## src/sv/resampling_voice_mixer_defines.svh

```systemverilog
// ---------------------------------------------------------------------------
// resampling_voice_mixer_defines
// assertion macros for the resampling voice mixer
// ---------------------------------------------------------------------------
`ifndef RESAMPLING_VOICE_MIXER_DEFINES_SVH
`define RESAMPLING_VOICE_MIXER_DEFINES_SVH
// property that must hold while out of reset
`define RVM_ASSERT(label, prop, msg) \
  label: assert property (@(posedge clk) disable iff (rst) (prop)) else $error(msg);
// implication whose consequent is checked in the next cycle
`define RVM_ASSERT_NEXT(label, ante, cons, msg) \
  label: assert property (@(posedge clk) disable iff (rst) (ante) |=> (cons)) else $error(msg);
`endif

```

## src/sv/rvm_pkg.sv

```systemverilog
// ---------------------------------------------------------------------------
// rvm_pkg
// shared constants and types of the resampling voice mixer
// ---------------------------------------------------------------------------
`timescale 1ns / 1ps
package rvm_pkg;
  localparam int DefVoices = 4;
  localparam int DefMemDepth = 65536;
  localparam logic [15:0] DefEngineRate = 16'd11025;
  localparam logic [1:0] OP_START = 2'd0;
  localparam logic [1:0] OP_WRITE = 2'd1;
  localparam logic [1:0] OP_MIX = 2'd2;
  localparam logic [1:0] OP_STOP = 2'd3;
  typedef struct packed {
    logic start;
    logic [33:0] dividend;
    logic [15:0] divisor;
  } div_req_t;
  typedef struct packed {
    logic busy;
    logic done;
    logic [31:0] quotient;
  } div_stat_t;
endpackage

```

## src/sv/rvm_divider.sv

```systemverilog
// ---------------------------------------------------------------------------
// rvm_divider
// restoring radix-2 divider, one quotient bit per cycle
// ---------------------------------------------------------------------------
`timescale 1ns / 1ps
`include "resampling_voice_mixer_defines.svh"
module rvm_divider import rvm_pkg::*; (
  input  logic      clk,
  input  logic      rst,
  input  div_req_t  req,
  output div_stat_t stat
);
  logic [33:0] quo;
  logic [16:0] rem;
  logic [15:0] dvs;
  logic [5:0]  cnt;
  logic        busy;
  logic        done;
  logic [16:0] trial;
  logic [16:0] sub;
  always_comb begin
    trial = {rem[15:0], quo[33]};
    sub = trial - {1'b0, dvs};
  end
  always_ff @(posedge clk) begin
    if (rst) begin
      busy <= 1'b0;
      done <= 1'b0;
      cnt <= '0;
    end else begin
      done <= 1'b0;
      if (req.start) begin
        busy <= 1'b1;
        cnt <= 6'd34;
        quo <= req.dividend;
        dvs <= req.divisor;
        rem <= '0;
      end else if (busy) begin
        if (trial >= {1'b0, dvs}) begin
          rem <= sub;
          quo <= {quo[32:0], 1'b1};
        end else begin
          rem <= trial;
          quo <= {quo[32:0], 1'b0};
        end
        cnt <= cnt - 6'd1;
        if (cnt == 6'd1) begin
          busy <= 1'b0;
          done <= 1'b1;
        end
      end
    end
  end
  assign stat.busy = busy;
  assign stat.done = done;
  assign stat.quotient = quo[31:0];
  `RVM_ASSERT_NEXT(a_div_done_once, done, !done, "divider done held two cycles")
  `RVM_ASSERT(a_div_count, !busy || cnt != 6'd0, "divider busy with zero count")
  `RVM_ASSERT_NEXT(a_div_start, req.start, busy, "divider did not start")
endmodule

```

## config.mk

```make
export PLATFORM = sky130hd
export DESIGN_NAME = rvm_divider
export DESIGN_NICKNAME = d
export VERILOG_FILES = /design/src/sv/rvm_pkg.sv /design/src/sv/rvm_divider.sv
export VERILOG_INCLUDE_DIRS = /design/src /design/src/sv
export SDC_FILE = /design/constraint.sdc
export NUM_CORES = 1
export LEC_CHECK = 0
export BUFFER_PORTS_ARGS = -buffer_cell sky130_fd_sc_hd__buf_4
export CAP_MARGIN = 15
export CORE_MARGIN = 2
export CORE_UTILIZATION = 25
export DETAILED_ROUTE_END_ITERATION = 8
export SKIP_LAST_GASP = 1
export SYNTH_ARGS = -nofsm -noshare
export SYNTH_HDL_FRONTEND = slang
export SYNTH_SLANG_ARGS = --single-unit
```

## constraint.sdc

```tcl
create_clock -name clk -period 11.3 [get_ports clk]
set_clock_uncertainty 0.2 [all_clocks]
set_input_delay 1.13 -clock clk [delete_from_list [all_inputs] [get_ports clk]]
set_output_delay 1.13 -clock clk [all_outputs]
set_load 0.03 [all_outputs]
```

; ---- Word level (Yosys, flattened, before mapping)
; Index checks and enable logic that the tools add are counted.
[op_classes]
n_mux = 11
n_bitwise = 2
addsub = 2
reduce_logical = 5
n_eq_ne = 1
magnitude_cmp = 1
[ops]
columns = cell, count
row1 = $mux 34, 2
row2 = $mux 16, 2
row3 = $ge 17x16->1, 1
row4 = $sub 16x16->16, 1
row5 = $mux 6, 2
row6 = $eq 6x1->1 const B, 1
row7 = $sub 6x1->6 const B, 1
row8 = $mux 1, 5
row9 = $reduce_and 2->1, 2
row10 = $reduce_or 3->1, 1
row11 = $not 1->1, 2
row12 = $reduce_bool 2->1, 1
row13 = $reduce_or 2->1, 1
[word_totals]
inputBits = 53
regBits = 74
out_inout_bits = 34
word_cells = 29

; ---- Longest topological paths before layout
[depth]
word_depth = 4
mapped_depth = 10
mapped_depth_nobuf = 9

; ---- Least setup slack after synthesis
; OpenSTA, ideal clock, no wires.
[synth_path]
kind = input to register
startpoint = input req[50] (netlist name)
endpoint = register quo[0], enable pin
setup_time_ns = 0.458
setup_slack_ns = 6.808
arrival_ns = 3.834
cell_stages = 4
required_time_ns = 10.642
n_path_buf = 2
cell_sequence = clkbuf_1 clkbuf_1 nor2_1 nor2_1
[synth_between]
elab_chain_cells = 2
[synth_rtl]
columns = element, line_no
row1 = from (decl), rvm_divider.sv:10  ; input div_req_t req,
row2 = $reduce_bool 2->1 (no source line), --
row3 = $reduce_and 2->1 (no source line), --
row4 = to (signal assigned), rvm_divider.sv:35  ; quo <= req.dividend;
row5 = to (signal assigned), rvm_divider.sv:41  ; quo <= {quo[32:0], 1'b1};
row6 = to (signal assigned), rvm_divider.sv:44  ; quo <= {quo[32:0], 1'b0};
row7 = to (decl), rvm_divider.sv:13  ; logic [33:0] quo;
; Every way passes these cells.
; A chain may end at the register's enable or synchronous reset.

; ---- Worst setup path after layout
[layout_path]
startpoint = input req[50] (netlist name)
endpoint = register dvs[13], enable pin
[layout_between]
elab_chain_cells = 1
[layout_rtl]
columns = element, line_no
row1 = $reduce_and 2->1 (no source line), --
row2 = to (signal assigned), rvm_divider.sv:36  ; dvs <= req.divisor;
row3 = to (decl), rvm_divider.sv:15  ; logic [15:0] dvs;
; Every way passes these cells.

==> key figures <==
Status
  – Status: completed

Timing
  – Tmin final: 3.26 ns
  – Endpoints failing hold: 0
  – Slew margin rel.: 37.3%
  – # setup viols final: 0
  – RSZ-0062 raised after global routing: false
  – Hold WS: 0.348 ns
  – Slew Limit Fails: 0
  – Final setup TNS: 0 ns
  – Slew @ Worst Pin: 0.939 ns
  – Final worst path period share: 28.8%
  – Final setup margin: 8.04 ns
  – Max Fclk: 0.307 GHz

Placed design
  – Placed instance area: 0.00497 mm^2
  – Pre-CTS setup slack: 7.60 ns
  – Port Buffers: 86
  – Dpl hpwl: 6.98 mm
  – GP Congestion: 0.936
  – Placed cell count: 630

Synthesis
  – Syn Nets: 435
  – Synth warn: 0
  – Mapped Cells: 363
  – Yosys reg bits: 74
  – Count of cell types in the netlist: 62
  – Synth Flop Type: edfxtp_1
  – Post-synthesis async set-or-reset flop share: 0%
  – Mapped Area: 0.00434 mm^2
  – Number of flops mapped to enable cells by yosys: 66
  – Post-synthesis sequential area ratio: 49.3%
  – Avg Cell Area, Syn: 12.0 um^2

Clocking
  – CTS Root Buffer Type: clkbuf_16
  – Post-CTS Setup Inserts: 0
  – Number of H-tree levels: 3
  – Clk Latency, worst-skew pair: 0.33 ns
  – Clock Tree Buf Depth: 2
  – TritonCTS clock tree: done
  – Worst-path clk slew: 0.06 ns
  – Post_cts resized: 0
  – Post-CTS Hold Buffers: 0
  – CTS buffer count: 9
  – Clock sinks: 74

Worst setup path
  – CP required: 11.05 ns
  – WP data arrival: 3.01 ns
  – Critical path class: primary input to flip-flop
  – Setup crit end kind: flip-flop
  – CP max-delay cell: nor2_2
  – Startpoint class of the critical path: primary input
  – Cells along the critical path: buf_4 -> clkinv_1 -> nor2_2
  – Worst Path Max Fanout: 52
  – Worst path max stage delay: 0.85 ns

Layout
  – Multi-input gate area: 0.00181 mm^2
  – Register area: 0.00214 mm^2
  – Filler cells: 1724
  – Layout cells sized above 1: 37.3%
  – Post-route cell area: 0.00524 mm^2
  – Layout area overhead: 20.8%
  – Nets: 488
  – Post-Layout Cell Count: 646
  – Most frequent cells in the layout: 87 x buf_4, 66 x edfxtp_1, 34 x mux2_2
  – Antenna cells: 0
  – Final cell utilization of the core: 30.6%
  – Most common cell after layout, fill and taps aside: buf_4

GRT
  – First-pass GRT wire length: 15.8 mm
  – Total GRT Usage: 11.0%
  – Grt ovf: 0
  – Most crowded layer after global routing: met2
  – Vias in the first global route: 2970
  – Met2 Resource Use GR: 16.7%
  – GRT met3 Usage: 2.92%
  – M1 GR Usage: 14.8%
  – Largest net degree at the start of global routing: 53
  – Initial antenna violation count: 0

Detailed routing
  – Antenna Nets Post-Route: 0
  – Final Routed Wirelength: 9.70 mm
  – DRC: 0
  – DR iter-0 viols: 189
  – First-pass DRT Iterations: 5
  – DR vias: 2954
  – WL/cell: 15.0 um
  – Vias per inst: 4.57

Power and ir drop
  – Tot Pwr: 0.799 mW
  – Leakage: 2.07 nW
  – Power Density: 152 mW/mm^2
  – Worst IR drop on VDD: 0.0758 mV

Floorplan
  – Die X: 136 um
  – Initial core utilization: 25.4%
  – Site row count: 48
  – Die Ht: 136 um
  – Core ar.: 0.0171 mm^2
  – Die area: 0.0184 mm^2
  – Io pins: 87

Job
  – Max-capacitance violation count: 0

Worst hold path
  – Hold crit path type: flip-flop to flip-flop
==> worst max-delay path: cells and delay by family <==
kind	cells	cell delay, ns
buf+inv	2	0.98
simple gates	1	0.85
==> path summary, 6_finish.rpt <==
kind,depth (start not counted),start,end,slack [ns]
hold reg to reg,1,quo[32]$_DFFE_PP_,quo[33]$_DFFE_PP_,0.35
setup / recovery,3,req[50],dvs[13]$_DFFE_PP_,8.04
setup reg to reg,7,rem[11]$_SDFFCE_PP0P_,quo[0]$_DFFE_PP_,8.41
hold / removal,1,quo[32]$_DFFE_PP_,quo[33]$_DFFE_PP_,0.35
==> power breakdown <==
part	switching [mW]	total, mW	internal [mW]
Clock	0.107	0.268	0.161
Combinational	0.110	0.195	0.0841
Sequential	0.0115	0.337	0.325
==> cells in the mapped netlist, types with 7 or more instances <==
cell type	count	area [um^2]
xor2_1	7	61.3
xnor2_1	7	61.3
a21oi_1	19	95.1
nor2_1	14	52.6
buf_4	34	255
nand2_1	9	33.8
clkbuf_1	7	26.3
dfxtp_1	8	160
edfxtp_1	66	1980
a211oi_1	8	60.1
nor3_1	13	65.1
mux2_2	34	383
inv_1	21	78.8
ha_1	18	225
nand3_1	9	45.0
==> metal layers <==
metal | share of wire [%] | vias to the layer above
met5 | 0 | -
met4 | 1.3 | 0
met3 | 6.2 | 13
met2 | 46 | 85
met1 | 46 | 1419
li1 | - | 1437
==> sequential cells by signal, indices dropped and copies added (netlist names) <==
signal and cells:
busy 1, cnt 6, done 1, dvs 16
quo 34, rem 16
==> cells by family (layout without fill, tap and decap cells) <==
| kind of cell | after synthesis | count (layout) | synth area share (%) |
|---|---|---|---|
| fa+ha+maj | 19 | 19 | 5.65 |
| buf+inv | 67 | 125 | 9.28 |
| compound gates | 78 | 78 | 13.8 |
| xor+xnor | 14 | 14 | 2.82 |
| mux | 37 | 37 | 9.51 |
| flops | 74 | 74 | 49.3 |
| simple gates | 74 | 74 | 9.57 |
==> area by class of cell <==
class / count / share of cell area [%]
sequential: 74 / 40.8
timing repair buffer: 87 / 12.5
clock buffer: 14 / 5.03
tap: 225 / 5.37
inverter: 22 / 1.57
multi-input combinational: 222 / 34.5
clock inverter: 2 / 0.262
Note: power is estimated with default switching activity, not from simulation.
